<file path="src/rtl/psrc_pkg.sv">
package psrc_pkg;

    localparam int SEQ_W   = 31;
    localparam int ACK_W   = 32;
    localparam int FRAG_W  = 16;
    localparam int LEN_W   = 16;
    localparam int FSIZE_W = 15;
    localparam int CAP_W   = 16;
    localparam int CFG_IDX_W  = 2;
    localparam int CFG_DATA_W = 16;
    localparam int VERDICT_W  = 3;

    typedef logic [VERDICT_W-1:0] t_verdict;

    localparam t_verdict VERDICT_DELIVER     = 3'd0;
    localparam t_verdict VERDICT_REASSEMBLED = 3'd1;
    localparam t_verdict VERDICT_STALE       = 3'd2;
    localparam t_verdict VERDICT_MISSED      = 3'd3;
    localparam t_verdict VERDICT_ILLEGAL     = 3'd4;
    localparam t_verdict VERDICT_PARTIAL     = 3'd5;
    localparam t_verdict VERDICT_OVERSIZE    = 3'd6;

    localparam logic [CFG_IDX_W-1:0] CFG_FRAGMENT_SIZE    = 2'd0;
    localparam logic [CFG_IDX_W-1:0] CFG_MESSAGE_CAPACITY = 2'd1;

    localparam logic [FSIZE_W-1:0] FRAGMENT_SIZE_RESET    = 15'd16284;
    localparam logic [CAP_W-1:0]   MESSAGE_CAPACITY_RESET = 16'd16384;

    typedef struct packed {
        logic                     fragmented;
        logic [SEQ_W-1:0]         seq;
        logic [ACK_W-1:0]         ack;
        logic signed [FRAG_W-1:0] frag_start;
        logic signed [FRAG_W-1:0] frag_length;
        logic [LEN_W-1:0]         avail;
    } t_hdr;

    typedef struct packed {
        t_verdict         verdict;
        logic [SEQ_W-1:0] lost_count;
        logic [LEN_W-1:0] assembled_length;
        logic [SEQ_W-1:0] packet_sequence;
    } t_result;

    typedef struct packed {
        logic we;
        logic [CFG_IDX_W-1:0] index;
        logic [CFG_DATA_W-1:0] data;
    } t_cfg_wr;

endpackage

</file>
<file path="src/rtl/psrc_in_stage.sv">
module psrc_in_stage (
    input  logic          i_clk,
    input  logic          i_rst_n,
    input  logic          i_valid,
    output logic          o_stall,
    input  psrc_pkg::t_hdr i_hdr,
    input  logic          i_advance,
    output logic          o_valid,
    output psrc_pkg::t_hdr o_hdr
);
    import psrc_pkg::*;

    logic r_valid;
    t_hdr r_hdr;
    logic n_load;

    // the stage frees up in the same cycle that its item moves on
    assign o_stall = r_valid && !i_advance;
    assign n_load  = i_valid && !o_stall;

    always_ff @(posedge i_clk) begin
        if (!i_rst_n) begin
            r_valid <= 1'b0;
        end else if (n_load) begin
            r_valid <= 1'b1;
        end else if (i_advance) begin
            r_valid <= 1'b0;
        end
    end

    always_ff @(posedge i_clk) begin
        if (n_load) begin
            r_hdr <= i_hdr;
        end
    end

    assign o_valid = r_valid;
    assign o_hdr   = r_hdr;

endmodule

</file>
<file path="src/rtl/psrc_eval.sv">
module psrc_eval #(
    parameter int BUFFER_BYTES = 16384
) (
    input  logic              i_clk,
    input  logic              i_rst_n,
    input  psrc_pkg::t_cfg_wr i_cfg,
    input  logic              i_fire,
    input  psrc_pkg::t_hdr    i_hdr,
    output psrc_pkg::t_result o_result
);
    import psrc_pkg::*;

    localparam logic [LEN_W:0] BUF_LIMIT = (LEN_W+1)'(BUFFER_BYTES);

    logic [FSIZE_W-1:0] r_fragment_size;
    logic [CAP_W-1:0]   r_message_capacity;

    logic [SEQ_W-1:0] r_last_seq;
    logic [ACK_W-1:0] r_last_ack;
    logic [SEQ_W-1:0] r_asm_seq;
    logic [LEN_W-1:0] r_fill;

    logic [SEQ_W-1:0] n_last_seq;
    logic [ACK_W-1:0] n_last_ack;
    logic [SEQ_W-1:0] n_asm_seq;
    logic [LEN_W-1:0] n_fill;

    logic             w_stale;
    logic [LEN_W-1:0] w_fill_base;
    logic             w_missed;
    logic             w_illegal;
    logic [LEN_W:0]   w_sum;
    logic [LEN_W-1:0] w_new_fill;
    logic             w_full_frag;
    logic             w_oversize;
    t_verdict         w_verdict;

    always_ff @(posedge i_clk) begin
        if (!i_rst_n) begin
            r_fragment_size    <= FRAGMENT_SIZE_RESET;
            r_message_capacity <= MESSAGE_CAPACITY_RESET;
        end else if (i_cfg.we) begin
            unique case (i_cfg.index)
                CFG_FRAGMENT_SIZE:    r_fragment_size    <= i_cfg.data[FSIZE_W-1:0];
                CFG_MESSAGE_CAPACITY: r_message_capacity <= i_cfg.data[CAP_W-1:0];
                default: ;
            endcase
        end
    end

    assign w_stale     = i_hdr.seq <= r_last_seq;
    // a fragment of another sequence starts from an empty buffer
    assign w_fill_base = (i_hdr.seq != r_asm_seq) ? '0 : r_fill;
    assign w_missed    = {i_hdr.frag_start[FRAG_W-1], i_hdr.frag_start} !=
                         $signed({1'b0, w_fill_base});
    assign w_sum       = {1'b0, w_fill_base} + {1'b0, i_hdr.frag_length};
    assign w_illegal   = i_hdr.frag_length[FRAG_W-1] ||
                         (LEN_W'(i_hdr.frag_length) > i_hdr.avail) ||
                         (w_sum > BUF_LIMIT);
    assign w_new_fill  = w_sum[LEN_W-1:0];
    assign w_full_frag = LEN_W'(i_hdr.frag_length) == {1'b0, r_fragment_size};
    assign w_oversize  = w_new_fill > r_message_capacity;

    always_comb begin
        w_verdict  = VERDICT_DELIVER;
        n_last_seq = r_last_seq;
        n_last_ack = r_last_ack;
        n_asm_seq  = r_asm_seq;
        n_fill     = r_fill;
        if (w_stale) begin
            w_verdict = VERDICT_STALE;
        end else if (!i_hdr.fragmented) begin
            n_last_seq = i_hdr.seq;
            n_last_ack = i_hdr.ack;
        end else begin
            n_asm_seq = i_hdr.seq;
            n_fill    = w_fill_base;
            if (w_missed) begin
                w_verdict = VERDICT_MISSED;
            end else if (w_illegal) begin
                w_verdict = VERDICT_ILLEGAL;
            end else if (w_full_frag) begin
                w_verdict = VERDICT_PARTIAL;
                n_fill    = w_new_fill;
            end else if (w_oversize) begin
                w_verdict = VERDICT_OVERSIZE;
                n_fill    = w_new_fill;
            end else begin
                w_verdict  = VERDICT_REASSEMBLED;
                n_fill     = '0;
                n_last_seq = i_hdr.seq;
                n_last_ack = i_hdr.ack;
            end
        end
    end

    always_ff @(posedge i_clk) begin
        if (!i_rst_n) begin
            r_last_seq <= '0;
            r_last_ack <= '0;
            r_asm_seq  <= '0;
            r_fill     <= '0;
        end else if (i_fire) begin
            r_last_seq <= n_last_seq;
            r_last_ack <= n_last_ack;
            r_asm_seq  <= n_asm_seq;
            r_fill     <= n_fill;
        end
    end

    assign o_result.verdict          = w_verdict;
    assign o_result.lost_count       = w_stale ? '0 : i_hdr.seq - r_last_seq - SEQ_W'(1);
    assign o_result.assembled_length = (w_verdict == VERDICT_REASSEMBLED) ? w_new_fill : '0;
    assign o_result.packet_sequence  = i_hdr.seq;

    a_fill_bound: assert property (@(posedge i_clk) disable iff (!i_rst_n)
        {1'b0, r_fill} <= BUF_LIMIT)
        else $error("reassembly fill beyond buffer");

    a_reasm_clears: assert property (@(posedge i_clk) disable iff (!i_rst_n)
        i_fire && w_verdict == VERDICT_REASSEMBLED |=> r_fill == '0)
        else $error("fill not cleared after reassembly");

    a_ack_taken: assert property (@(posedge i_clk) disable iff (!i_rst_n)
        i_fire && (w_verdict == VERDICT_DELIVER || w_verdict == VERDICT_REASSEMBLED)
        |=> r_last_ack == $past(i_hdr.ack) && r_last_seq == $past(i_hdr.seq))
        else $error("delivery did not advance sequence and ack");

    a_stale_holds: assert property (@(posedge i_clk) disable iff (!i_rst_n)
        i_fire && w_verdict == VERDICT_STALE |=> $stable(r_last_seq) && $stable(r_fill))
        else $error("stale item changed state");

endmodule

</file>
<file path="src/rtl/packet_sequence_and_reassembly_check_core.sv">
// channel   | valid       | stall       | payload
// ----------+-------------+-------------+---------------------------------------------
// header in | i_in_valid  | o_in_stall  | i_raw_sequence i_ack_sequence i_frag_start
//           |             |             | i_frag_length i_payload_available
// verdict   | o_out_valid | i_out_stall | o_verdict o_lost_count o_assembled_length
//           |             |             | o_packet_sequence
// config    | i_cfg_we    | -           | i_cfg_index i_cfg_data
//
// one header per cycle while i_out_stall is low; via header and verdict registers
// the header register feeds the check logic, which updates sequence/fill state
// as the item moves into the verdict register, so back to back headers see it
// reset is synchronous: clears both valids, the sequence and fill state, and
// restores the register defaults; no clearing pass is needed
// a stalled verdict blocks the header register only once it is full
module packet_sequence_and_reassembly_check_core #(
    parameter int BUFFER_BYTES = 16384
) (
    input  logic                                i_clk,
    input  logic                                i_rst_n,
    // header channel
    input  logic                                i_in_valid,
    output logic                                o_in_stall,
    input  logic [31:0]                         i_raw_sequence,
    input  logic signed [psrc_pkg::ACK_W-1:0]   i_ack_sequence,
    input  logic signed [psrc_pkg::FRAG_W-1:0]  i_frag_start,
    input  logic signed [psrc_pkg::FRAG_W-1:0]  i_frag_length,
    input  logic [psrc_pkg::LEN_W-1:0]          i_payload_available,
    // verdict channel
    output logic                                o_out_valid,
    input  logic                                i_out_stall,
    output logic [psrc_pkg::VERDICT_W-1:0]      o_verdict,
    output logic [psrc_pkg::SEQ_W-1:0]          o_lost_count,
    output logic [psrc_pkg::LEN_W-1:0]          o_assembled_length,
    output logic [psrc_pkg::SEQ_W-1:0]          o_packet_sequence,
    // register writes
    input  logic                                i_cfg_we,
    input  logic [psrc_pkg::CFG_IDX_W-1:0]      i_cfg_index,
    input  logic [psrc_pkg::CFG_DATA_W-1:0]     i_cfg_data
);
    import psrc_pkg::*;

    t_hdr    w_hdr_in;
    t_hdr    w_hdr;
    logic    w_hdr_valid;
    logic    w_advance;
    logic    w_fire;
    t_result w_result;
    t_cfg_wr w_cfg;

    logic    r_out_valid;
    t_result r_out;

    // split the sequence word: top bit flags a fragment
    assign w_hdr_in.fragmented  = i_raw_sequence[31];
    assign w_hdr_in.seq         = i_raw_sequence[SEQ_W-1:0];
    assign w_hdr_in.ack         = i_ack_sequence;
    assign w_hdr_in.frag_start  = i_frag_start;
    assign w_hdr_in.frag_length = i_frag_length;
    assign w_hdr_in.avail       = i_payload_available;

    assign w_cfg.we    = i_cfg_we;
    assign w_cfg.index = i_cfg_index;
    assign w_cfg.data  = i_cfg_data;

    // verdict register can take a new item when empty or being drained
    assign w_advance = !r_out_valid || !i_out_stall;
    assign w_fire    = w_hdr_valid && w_advance;

    psrc_in_stage u_in_stage (
        .i_clk     (i_clk),
        .i_rst_n   (i_rst_n),
        .i_valid   (i_in_valid),
        .o_stall   (o_in_stall),
        .i_hdr     (w_hdr_in),
        .i_advance (w_advance),
        .o_valid   (w_hdr_valid),
        .o_hdr     (w_hdr)
    );

    psrc_eval #(
        .BUFFER_BYTES (BUFFER_BYTES)
    ) u_eval (
        .i_clk    (i_clk),
        .i_rst_n  (i_rst_n),
        .i_cfg    (w_cfg),
        .i_fire   (w_fire),
        .i_hdr    (w_hdr),
        .o_result (w_result)
    );

    // verdict register
    always_ff @(posedge i_clk) begin
        if (!i_rst_n) begin
            r_out_valid <= 1'b0;
        end else if (w_advance) begin
            r_out_valid <= w_hdr_valid;
        end
    end

    always_ff @(posedge i_clk) begin
        if (w_fire) begin
            r_out <= w_result;
        end
    end

    assign o_out_valid        = r_out_valid;
    assign o_verdict          = r_out.verdict;
    assign o_lost_count       = r_out.lost_count;
    assign o_assembled_length = r_out.assembled_length;
    assign o_packet_sequence  = r_out.packet_sequence;

endmodule

</file>
<file path="config.mk">
export PLATFORM = sky130hd
export DESIGN_NAME = packet_sequence_and_reassembly_check_core
export DESIGN_NICKNAME = d
export VERILOG_FILES = /design/src/rtl/psrc_pkg.sv /design/src/rtl/psrc_in_stage.sv /design/src/rtl/psrc_eval.sv /design/src/rtl/packet_sequence_and_reassembly_check_core.sv
export SDC_FILE = /design/constraint.sdc
export NUM_CORES = 1
export LEC_CHECK = 0
export ABC_CLOCK_PERIOD_IN_PS = 8850
export BUFFER_PORTS_ARGS = -buffer_cell sky130_fd_sc_hd__buf_2
export CORE_ASPECT_RATIO = 1.2
export CORE_MARGIN = 1.5
export CORE_UTILIZATION = 40
export DETAILED_ROUTE_END_ITERATION = 7
export HOLD_SLACK_MARGIN = 0.05
export SLEW_MARGIN = 40
export SYNTH_ARGS = -nofsm -noshare
export SYNTH_HDL_FRONTEND = slang
export SYNTH_HIERARCHICAL = 1
export SYNTH_SLANG_ARGS = --single-unit
</file>
<file path="constraint.sdc">
create_clock -name i_clk -period 8.85 [get_ports i_clk]
set_input_delay 1.77 -clock i_clk [delete_from_list [all_inputs] [get_ports i_clk]]
set_output_delay 1.77 -clock i_clk [all_outputs]
set_load 0.05 [all_outputs]
</file>
==> results of run 1 <==
-- path summary, 6_finish.rpt --
check	start	end	slack (ns)	cells past startpoint
worst max register to register	u_in_stage/o_hdr[103]$_DFFE_PP_	u_eval/r_last_seq[14]$_SDFFE_PN0P_	1.89	22
worst min-delay path	u_eval/r_message_capacity[12]$_SDFFE_PN0P_	u_eval/r_message_capacity[12]$_SDFFE_PN0P_	0.46	2
worst min register to register	u_eval/r_message_capacity[12]$_SDFFE_PN0P_	u_eval/r_message_capacity[12]$_SDFFE_PN0P_	0.46	2
worst max-delay path	u_in_stage/o_hdr[103]$_DFFE_PP_	u_eval/r_last_seq[14]$_SDFFE_PN0P_	1.89	22
-- metal layers --
layer | up-vias | wire length, um
met1 | 5189 | 15100
met3 | 65 | 1600
met5 | - | 0
met2 | 294 | 18700
met4 | 0 | 1140
li1 | 5485 | -
-- layout by cell type, fill, tap and decap left out, types with 7 or more instances in the layout --
master,count
nand4_1,48
clkbuf_16,30
buf_4,21
edfxtp_1,161
dfxtp_1,111
mux2i_1,34
a211oi_1,13
a22o_1,15
buf_2,184
a2111oi_0,8
xor2_1,48
xnor2_1,36
a31oi_1,11
nor2b_1,15
a21o_1,18
o21ai_0,41
o21bai_1,7
and3_1,23
o211ai_1,8
nand3_1,94
a21oi_1,66
nor2_1,102
o2111ai_1,33
nor3_1,12
inv_1,104
clkbuf_1,8
nand2b_1,8
nor4_1,12
nand2_1,95
or4_1,31
ha_1,80
nor3b_1,7
-- critical path: stages, from the launching register on --
cell	delay (ns)
edfxtp_1	0.52
xor2_1	0.21
nor4_1	0.46
and4_1	0.69
nand3_1	0.18
inv_1	0.13
ha_1	0.23
a211oi_1	0.40
o21ai_0	0.21
a31o_2	0.31
a211oi_1	0.44
xnor2_1	0.30
inv_1	0.13
ha_1	0.33
nand4_1	0.13
nor2_1	0.12
nand2_1	0.07
a221oi_1	0.64
nand2_1	0.18
a2111oi_4	0.23
buf_4	0.53
or4_1	0.20
o2111ai_1	0.11
-- where the power goes --
| part | switching (mW) | total, mW | internal, mW |
|---|---|---|---|
| Clock | 0.493 | 1.16 | 0.665 |
| Combinational | 0.336 | 0.508 | 0.172 |
| Sequential | 0.0496 | 1.47 | 1.42 |
| Total | 0.879 | 3.14 | 2.26 |
-- registers in the layout (all words and copies together), names as in the netlist --
register	count
u_eval/r_fragment_size	15
o_lost_count	31
u_eval/r_fill	16
u_eval/r_last_seq	31
o_out_valid	1
o_packet_sequence	31
u_eval/r_message_capacity	16
u_in_stage/o_hdr	80
o_assembled_length	16
o_verdict	3
u_eval/r_asm_seq	31
u_in_stage/o_valid	1
-- layout make-up --
type,instances,share of cell area [%]
Clock buffer,44,5.17
Multi-Input combinational cell,947,39.2
Timing Repair Buffer,207,6.66
Sequential cell,272,42.7
Clock inverter,10,0.371
Tap cell,468,3.54
Inverter,105,2.38
-- per-stage QoR --
| step | cell area, um^2 | hold slack, ns | utilization (%) |
|---|---|---|---|
| 2_1_floorplan | 14500 | 0.436 | - |
| 3_3_place_gp | 15600 | 0.446 | 43.5 |
| 3_5_place_dp | 15600 | 0.448 | 43.6 |
| 4_1_cts | 16500 | 0.457 | 46.1 |
| 5_1_grt | 16500 | 0.474 | 46.1 |
| 6_report | 16500 | 0.455 | 46.1 |
==> summary.txt, run 1 <==
Finish
  – Ant diodes: 0
  – Finished Layout Cells: about 2000
  – Final nets: 1779
  – Layout overhead on the synthesized area: 13.7%
  – Fillers: 3405
  – Multi-input gate area: approximately 6500 um^2
  – Storage cell area: 7060 um^2
  – Layout cells sized above 1: ~17%

STA
  – RSZ-0062 raised after global routing: no
  – Worst-Margin Slew: 0.897 ns
  – Tmin final: 6.96 ns
  – Max Fclk: between 100 and 150 MHz
  – Final hold violation count: 0
  – Fin crit share: 78.6%
  – Total Neg Setup Slack: 0 ns
  – PnR worst setup slack: between 1.5 and 2 ns
  – Slew Viols, Final: 0
  – Skew final: 0.0316 ns
  – Slew headroom: 40.1%
  – Final setup fails: 0

Global routing
  – Gr busiest metal: met2
  – Met1 Use GR: 23.1%
  – Met3 GRT Util: 2.33%
  – Largest net degree at the start of global routing: 85
  – First-pass GRT wire length: 56.0 mm
  – Initial antenna violation count: 0
  – GRT met2 Usage: 34.6%
  – Overall Global Routing Usage: 19.1%
  – Gr ovfl total: 0
  – Vias in the first global route: between 10000 and 15000

Floorplanning
  – Initial Util: between 40% and 50%
  – Num ports: between 200 and 250
  – Die Y: around 210 um
  – Row count: between 70 and 80
  – Die X: ~180 um
  – Core area: around 36000 um^2
  – Die area: between 30000 and 40000 um^2

Worst setup path
  – Arr. time, crit path: 7.38 ns
  – Worst Path Max Fanout: 62
  – Startpoint Class: register
  – Setup CP Type: reg -> reg
  – Worst EP required: approximately 9.3 ns
  – Crit end category: register

Pwr
  – Pleak: 6.53 nW
  – VDD IR max: 145 uV
  – Post-route total power: 3.14 mW
  – Pwr Density: 190 nW/um^2

Job
  – Number of max-cap violations: 0

CTS
  – CTS root buf: clkbuf_16
  – H-tree levels: 1
  – Post-cts sizing count: 0
  – Worst-path clk slew: 0.06 ns
  – Cts bufs inserted: 29
  – Post-CTS Hold Buffers: 0
  – Clk sink count: 272
  – Max clock buf depth: 3
  – Skew-Pair Late Insertion Delay: 0.57 ns
  – CTS tree: done
  – Postcts setup bufs: 0

Drt
  – Total number of vias: 11000
  – DR WL/cell: 17.8 um
  – DR iter-0 viols: 646
  – Final ANT Viol Nets: 0
  – Post-route DRC: 0
  – Final WL: between 30 and 40 mm
  – Vias/cell: 5.37
  – Pre-Repair DR Iteration Count: 5

Placed design
  – PortBufs: 185
  – Final RePlAce weighted congestion: approximately 0.87
  – Dpl hpwl: 26.8 mm
  – Dpl ws: 1.92 ns
  – Cells after DPL: between 1500 and 2000

Run status
  – Status: finished clean

Yosys
  – Synth warn: 6
  – Cell Area, Synth: 14500 um^2
  – Post-synthesis instance total: 1425
  – Synth Area per Inst: 10.2 um^2
  – Post-Syn Nets: 1642

Worst hold path
  – Worst min path class: reg -> reg
Power figures use the tool's default switching activity.
==> run 2, diff against run 1 <==
--- a/config.mk
+++ b/config.mk
@@ -5,7 +5,7 @@
 export SDC_FILE = /design/constraint.sdc
 export NUM_CORES = 1
 export LEC_CHECK = 0
-export ABC_CLOCK_PERIOD_IN_PS = 8850
+export ABC_CLOCK_PERIOD_IN_PS = 7200
 export BUFFER_PORTS_ARGS = -buffer_cell sky130_fd_sc_hd__buf_2
 export CORE_ASPECT_RATIO = 1.2
 export CORE_MARGIN = 1.5
==> constraint.sdc (replaced) <==
create_clock -name i_clk -period 7.2 [get_ports i_clk]
set_input_delay 1.44 -clock i_clk [delete_from_list [all_inputs] [get_ports i_clk]]
set_output_delay 1.44 -clock i_clk [all_outputs]
set_load 0.05 [all_outputs]
==> summary.txt, run 2 (same netlist as run 1, synthesis figures left out) <==
Pwr
  – Pwr Density: 241 nW/um^2 (was 190 nW/um^2)
  – VDD IR max: 182 uV (was 145 uV)
  – Pleak: 6.65 nW (was 6.53 nW)
  – Post-route total power: 4.03 mW (was 3.14 mW)

Run status
  – Status: finished clean (unchanged)

Drt
  – Pre-Repair DR Iteration Count: 5 (unchanged)
  – Final ANT Viol Nets: 0 (unchanged)
  – DR iter-0 viols: 727 (was 646)
  – Total number of vias: 11200 (was 11000)
  – Final WL: 37.8 mm (was 36.5 mm)
  – Post-route DRC: 0 (unchanged)
  – Vias/cell: 5.40 (was 5.37)
  – DR WL/cell: 18.3 um (was 17.8 um)

Job
  – Number of max-cap violations: 0 (unchanged)

CTS
  – Clk sink count: 272 (unchanged)
  – Skew-Pair Late Insertion Delay: 0.58 ns (was 0.57 ns)
  – CTS tree: done (unchanged)
  – H-tree levels: 1 (unchanged)
  – Max clock buf depth: 3 (unchanged)
  – CTS root buf: clkbuf_16 (unchanged)
  – Post-CTS Hold Buffers: 0 (unchanged)
  – Postcts setup bufs: 0 (unchanged)
  – Worst-path clk slew: 0.06 ns (about the same)
  – Cts bufs inserted: 31 (was 29)
  – Post-cts sizing count: 0 (unchanged)

STA
  – Worst-Margin Slew: 0.786 ns (was 0.897 ns)
  – Max Fclk: 158 MHz (was 144 MHz)
  – Fin crit share: 88.1% (was 78.6%)
  – Skew final: 0.0323 ns (was 0.0316 ns)
  – Final hold violation count: 0 (unchanged)
  – Tmin final: 6.34 ns (was 6.96 ns)
  – Total Neg Setup Slack: 0 ns (unchanged)
  – Final setup fails: 0 (unchanged)
  – Slew Viols, Final: 0 (unchanged)
  – Slew headroom: 47.6% (was 40.1%)
  – RSZ-0062 raised after global routing: no (unchanged)

Floorplanning
  – Initial Util: 40.6% (unchanged)
  – Row count: 76 (unchanged)
  – Num ports: 218 (unchanged)
  – Core area: 35800 um^2 (unchanged)
  – Die area: 37500 um^2 (unchanged)
  – Die X: 177 um (unchanged)
  – Die Y: 212 um (unchanged)

Worst setup path
  – Arr. time, crit path: 6.76 ns (was 7.38 ns)
  – Crit end category: register (unchanged)
  – Slowest stage delay, CP: 0.59 ns (was 0.69 ns)
  – Worst EP required: 7.62 ns (was 9.27 ns)
  – Setup CP Type: reg -> reg (unchanged)
  – Startpoint Class: register (unchanged)
  – Crit path max-delay cell type: nor4_1 (was and4_1)
  – CP Cell Sequence: xor2_1 -> nor4_1 -> and4_1 -> nand3_1 -> inv_1 -> ha_1 -> a211oi_1 -> o21ai_0 -> a31o_2 -> a211oi_1 -> o21bai_1 -> a21oi_1 -> xnor2_1 -> ha_1 -> a21oi_1 -> o21ai_0 -> a221oi_1 -> buf_4 -> nand2_1 -> a2111oi_4 -> buf_12 -> or4_1 -> o2111ai_1 (was xor2_1 -> nor4_1 -> and4_1 -> nand3_1 -> inv_1 -> ha_1 -> a211oi_1 -> o21ai_0 -> a31o_2 -> a211oi_1 -> xnor2_1 -> inv_1 -> ha_1 -> nand4_1 -> nor2_1 -> nand2_1 -> a221oi_1 -> nand2_1 -> a2111oi_4 -> buf_4 -> or4_1 -> o2111ai_1)
  – Worst Path Max Fanout: 62 (unchanged)

Finish
  – Layout overhead on the synthesized area: 15.2% (was 13.7%)
  – Ant diodes: 0 (unchanged)
  – Commonest non-fill, non-tap cell in the layout: buf_2 (unchanged)
  – Final nets: 1793 (was 1779)
  – Fillers: 3425 (was 3405)
  – Finished Layout Cells: 2069 (was 2053)
  – Most frequent cells in the layout: buf_2 (184), edfxtp_1 (161), dfxtp_1 (111), inv_1 (104), nor2_1 (102) (unchanged)
  – Layout Utilization: 46.7% (was 46.1%)
  – Layout cells sized above 1: 17.7% (was 17.3%)
  – Max FFs per register: 80 (unchanged)
  – Post-route cell area: 16800 um^2 (was 16500 um^2)

Placed design
  – Final RePlAce weighted congestion: 0.947 (was 0.870)
  – PortBufs: 185 (unchanged)
  – Dpl cell area: 15700 um^2 (was 15600 um^2)
  – Cells after DPL: 2011 (was 1999)
  – Dpl hpwl: 27.9 mm (was 26.8 mm)

Global routing
  – Largest net degree at the start of global routing: 85 (unchanged)
  – First-pass GRT wire length: 57.6 mm (was 56.0 mm)
  – Met1 Use GR: 23.3% (was 23.1%)
  – Overall Global Routing Usage: 19.8% (was 19.1%)
  – Gr busiest metal: met2 (unchanged)
  – Met3 GRT Util: 2.37% (was 2.33%)
  – Initial antenna violation count: 0 (unchanged)
  – Vias in the first global route: 10600 (was 10400)
  – GRT met2 Usage: 35.5% (was 34.6%)
  – Gr ovfl total: 0 (unchanged)

Worst hold path
  – Worst min path class: reg -> reg (unchanged)
## run 2: cell count changes in the layout (fill, tap and decap cells not counted), moves of 2 or more
cell,delta
clkinvlp_4,-2
clkbuf_1,+2
bufinv_16,+4
clkinv_2,-3
clkinv_1,+5
buf_4,+11
## run 2: path summary, 6_finish.rpt
check                                                          startpoint                                   endpoint  slack [ns]  depth (start not counted)
worst min-delay path            u_eval/r_message_capacity[9]$_SDFFE_PN0P_  u_eval/r_message_capacity[9]$_SDFFE_PN0P_        0.46                          2
worst max register to register             u_in_stage/o_hdr[92]$_DFFE_PP_         u_eval/r_last_seq[11]$_SDFFE_PN0P_        0.86                         23
worst max-delay path                       u_in_stage/o_hdr[92]$_DFFE_PP_         u_eval/r_last_seq[11]$_SDFFE_PN0P_        0.86                         23
worst min register to register  u_eval/r_message_capacity[9]$_SDFFE_PN0P_  u_eval/r_message_capacity[9]$_SDFFE_PN0P_        0.46                          2
## run 2: metal layers
| layer | vias up | share of wire (%) |
|---|---|---|
| met5 | - | 0 |
| met2 | 344 | 50 |
| met4 | 0 | 4.3 |
| met3 | 81 | 4.6 |
| met1 | 5207 | 41 |
| li1 | 5531 | - |
## run 2: cell type report
| cell class | count | area (um^2) | area share, % |
|---|---|---|---|
| Sequential cell | 272 | 7060 | 42.1 |
| Multi-Input combinational cell | 947 | 6480 | 38.7 |
| Timing Repair Buffer | 219 | 1200 | 7.18 |
| Clock buffer | 45 | 868 | 5.18 |
| Tap cell | 468 | 586 | 3.49 |
| Inverter | 105 | 394 | 2.35 |
| Clock inverter | 13 | 164 | 0.978 |
## run 2: worst max-delay path: cells and delay by family, from the launching register on
kind | cells | cell delay, ns
AO/OA/AOI/OAI | 11 | 2.67
XOR/XNOR | 2 | 0.42
adder cells (fa/ha/maj) | 2 | 0.56
buffers and inverters | 3 | 0.60
flip-flops | 1 | 0.51
AND/OR/NAND/NOR | 5 | 1.41
## run 2: report_power, final
part | internal [mW] | switching, mW | total, mW | leakage [nW]
registers | 1.75 | 0.0561 | 1.81 | 2.46
logic | 0.216 | 0.423 | 0.640 | 3.69
clock network | 0.972 | 0.616 | 1.59 | 0.497
total | 2.94 | 1.10 | 4.03 | 6.65
## run 2: through the flow
stage	hold slack, ns	worst slack (ns)
global route	0.474	0.361
CTS	0.456	0.912
floorplan	0.436	1.45
global placement	0.446	0.994
detailed placement	0.448	0.937
finish	0.455	0.855
==> run 3, diff against run 2 <==
--- a/config.mk
+++ b/config.mk
@@ -12,6 +12,7 @@
 export CORE_UTILIZATION = 40
 export DETAILED_ROUTE_END_ITERATION = 7
 export HOLD_SLACK_MARGIN = 0.05
+export PLACE_DENSITY = 0.59
 export SLEW_MARGIN = 40
 export SYNTH_ARGS = -nofsm -noshare
 export SYNTH_HDL_FRONTEND = slang
==> summary.txt, run 3 (same netlist as run 1, synthesis figures left out) <==
Run status
  – Status: finished clean (unchanged)

Pwr
  – Psw: 1.11 mW (was 1.10 mW)
  – Switching Share: 28.3% (was 27.2%)
  – Comb pwr share: 16.8% (was 15.9%)
  – Post-route total power: 3.91 mW (was 4.03 mW)
  – Pleak: 6.66 nW (was 6.65 nW)
  – Internal power: 2.81 mW (was 2.94 mW)
  – VDD IR max: 186 uV (was 182 uV)
  – Pwr Density: 233 nW/um^2 (was 241 nW/um^2)
  – Sequential share of power: 46.0% (was 44.8%)
  – Clk pwr share: 37.2% (was 39.4%)

Finish
  – Max FFs per register: 80 (unchanged)
  – Layout overhead on the synthesized area: 15.4% (was 15.2%)
  – Post-route cell area: 16800 um^2 (about the same)
  – Commonest non-fill, non-tap cell in the layout: buf_2 (unchanged)
  – Most frequent cells in the layout: buf_2 (184), edfxtp_1 (161), dfxtp_1 (111), inv_1 (104), nor2_1 (102) (unchanged)
  – Final nets: 1804 (was 1793)
  – Layout cells sized above 1: 18.8% (was 17.7%)

CTS
  – Post-cts sizing count: 0 (unchanged)
  – H-tree levels: 1 (unchanged)
  – Cts bufs inserted: 29 (was 31)
  – CTS root buf: clkbuf_16 (unchanged)
  – Worst-path clk slew: 0.06 ns (about the same)
  – Skew-Pair Late Insertion Delay: 0.57 ns (was 0.58 ns)
  – Post-CTS Hold Buffers: 0 (unchanged)
  – CTS tree: done (unchanged)
  – Postcts setup bufs: 0 (unchanged)
  – Max clock buf depth: 3 (unchanged)
  – Clk sink count: 272 (unchanged)

Placed design
  – Final RePlAce weighted congestion: 0.880 (was 0.947)
  – Dpl hpwl: 28.3 mm (was 27.9 mm)
  – PortBufs: 185 (unchanged)
  – Dpl cell area: 15800 um^2 (was 15700 um^2)

STA
  – Fin crit share: 89.9% (was 88.1%)
  – Worst hold slack: 0.455 ns (about the same)
  – Slew headroom: 48.0% (was 47.6%)
  – Tmin final: 6.47 ns (was 6.34 ns)
  – Slew Viols, Final: 0 (unchanged)
  – Max Fclk: 155 MHz (was 158 MHz)
  – Final hold violation count: 0 (unchanged)
  – Total Neg Setup Slack: 0 ns (unchanged)
  – Final setup fails: 0 (unchanged)
  – Worst-Margin Slew: 0.780 ns (was 0.786 ns)
  – Skew final: 0.0187 ns (was 0.0323 ns)
  – RSZ-0062 raised after global routing: no (unchanged)

Drt
  – DR iter-0 viols: 618 (was 727)
  – Final WL: 38.2 mm (was 37.8 mm)
  – Post-route DRC: 0 (unchanged)
  – Total number of vias: 11200 (about the same)
  – Vias/cell: 5.38 (was 5.40)
  – Final ANT Viol Nets: 0 (unchanged)
  – DR WL/cell: 18.4 um (was 18.3 um)
  – Pre-Repair DR Iteration Count: 6 (was 5)

Global routing
  – Gr ovfl total: 0 (unchanged)
  – Largest net degree at the start of global routing: 91 (was 85)
  – Overall Global Routing Usage: 20.0% (was 19.8%)
  – First-pass GRT wire length: 58.1 mm (was 57.6 mm)
  – Initial antenna violation count: 1 (was 0)
  – Vias in the first global route: 10600 (about the same)

Floorplanning
  – Row count: 76 (unchanged)
  – Core area: 35800 um^2 (unchanged)
  – Num ports: 218 (unchanged)
  – Die Y: 212 um (unchanged)
  – Initial Util: 40.6% (unchanged)
  – Die X: 177 um (unchanged)
  – Die area: 37500 um^2 (unchanged)

Worst hold path
  – Hold Path Depth: 2 (unchanged)
  – Worst min path class: reg -> reg (unchanged)

Worst setup path
  – Flop-to-flop setup slack: 0.73 ns (was 0.86 ns)
  – Arr. time, crit path: 6.89 ns (was 6.76 ns)
  – Worst Reg-to-Reg Cells: 21 (was 23)
  – Startpoint Class: register (unchanged)
  – Reg2Reg Launch Point: u_in_stage/o_hdr[92]$_DFFE_PP_ (unchanged)
  – Crit path from: u_in_stage/o_hdr[92]$_DFFE_PP_ (unchanged)
  – Crit end category: register (unchanged)
  – Setup CP Type: reg -> reg (unchanged)
  – Worst Path Max Fanout: 62 (unchanged)
  – CP Capture Point: u_eval/r_last_seq[13]$_SDFFE_PN0P_ (was u_eval/r_last_seq[11]$_SDFFE_PN0P_)
  – Worst r2r dst: u_eval/r_last_seq[13]$_SDFFE_PN0P_ (was u_eval/r_last_seq[11]$_SDFFE_PN0P_)
  – Worst EP required: 7.62 ns (about the same)

Job
  – Number of max-cap violations: 0 (unchanged)
==> run 3: power groups by stage <==
stage	sequential, mW	clock, mW	combinational (mW)
5_1_grt	1.80	1.57	0.719
3_3_place_gp	1.83	0	0.645
6_report	1.80	1.46	0.657
2_1_floorplan	1.92	0	0.373
3_5_place_dp	1.83	0	0.654
4_1_cts	1.80	1.50	0.658
==> run 3: stage by stage <==
stage / utilization (%) / setup WS [ns] / cells
3_5_place_dp: 44.2 / 0.635 / 2024
2_1_floorplan: - / 1.45 / 1425
4_1_cts: 46.8 / 0.634 / 2078
5_1_grt: 46.8 / 0.195 / 2079
3_3_place_gp: 44.1 / 0.721 / 2023
6_report: 46.8 / 0.728 / 2079
==> run 3: how the worst min path moves through the flow <==
stage,startpoint,to,slack (ns)
after floorplan,u_eval/r_message_capacity[10]$_SDFFE_PN0P_,u_eval/r_message_capacity[10]$_SDFFE_PN0P_,0.44
after global placement,u_eval/r_message_capacity[9]$_SDFFE_PN0P_,u_eval/r_message_capacity[9]$_SDFFE_PN0P_,0.45
after detailed placement,u_eval/r_message_capacity[9]$_SDFFE_PN0P_,u_eval/r_message_capacity[9]$_SDFFE_PN0P_,0.45
after CTS,u_eval/r_message_capacity[9]$_SDFFE_PN0P_,u_eval/r_message_capacity[9]$_SDFFE_PN0P_,0.46
after global routing,u_eval/r_message_capacity[7]$_SDFFE_PN0P_,u_eval/r_message_capacity[7]$_SDFFE_PN0P_,0.47
final,u_eval/r_message_capacity[4]$_SDFFE_PN0P_,u_eval/r_message_capacity[4]$_SDFFE_PN0P_,0.45
==> run 3: area by class of cell <==
type                       count  area [um^2]
fill                        3394        19100
inverter                     105          394
multi-input combinational    947         6490
antenna                        1         2.50
clock inverter                19          169
sequential                   272         7060
clock buffer                  35          768
timing repair buffer         232         1310
tap                          468          586
==> run 3: critical path, stage by stage, from the launching register on <==
cell and delay [ns]:
edfxtp_1 0.51, xor2_1 0.21, nor4_1 0.63, and4_1 0.58, nand3_1 0.17, inv_1 0.13
ha_1 0.24, a211oi_1 0.37, o21ai_0 0.20, a31o_2 0.31, a211oi_1 0.46, ha_1 0.35
a211oi_1 0.21, o21bai_1 0.12, a211oi_1 0.24, o21ai_0 0.16, a221oi_1 0.45, nand2_1 0.16
a2111oi_4 0.28, buf_12 0.30, or4_1 0.16, o2111ai_1 0.11
==> run 3: layer usage <==
layer	global-route usage, %	vias to the layer above	part of all wire [%]	routed length [um]
li1	-	5536	-	-
met1	23.2	5302	40	15300
met2	36.6	274	52	19800
met3	2.26	81	3.6	1390
met4	9.21	0	4.3	1630
met5	0	-	0	0
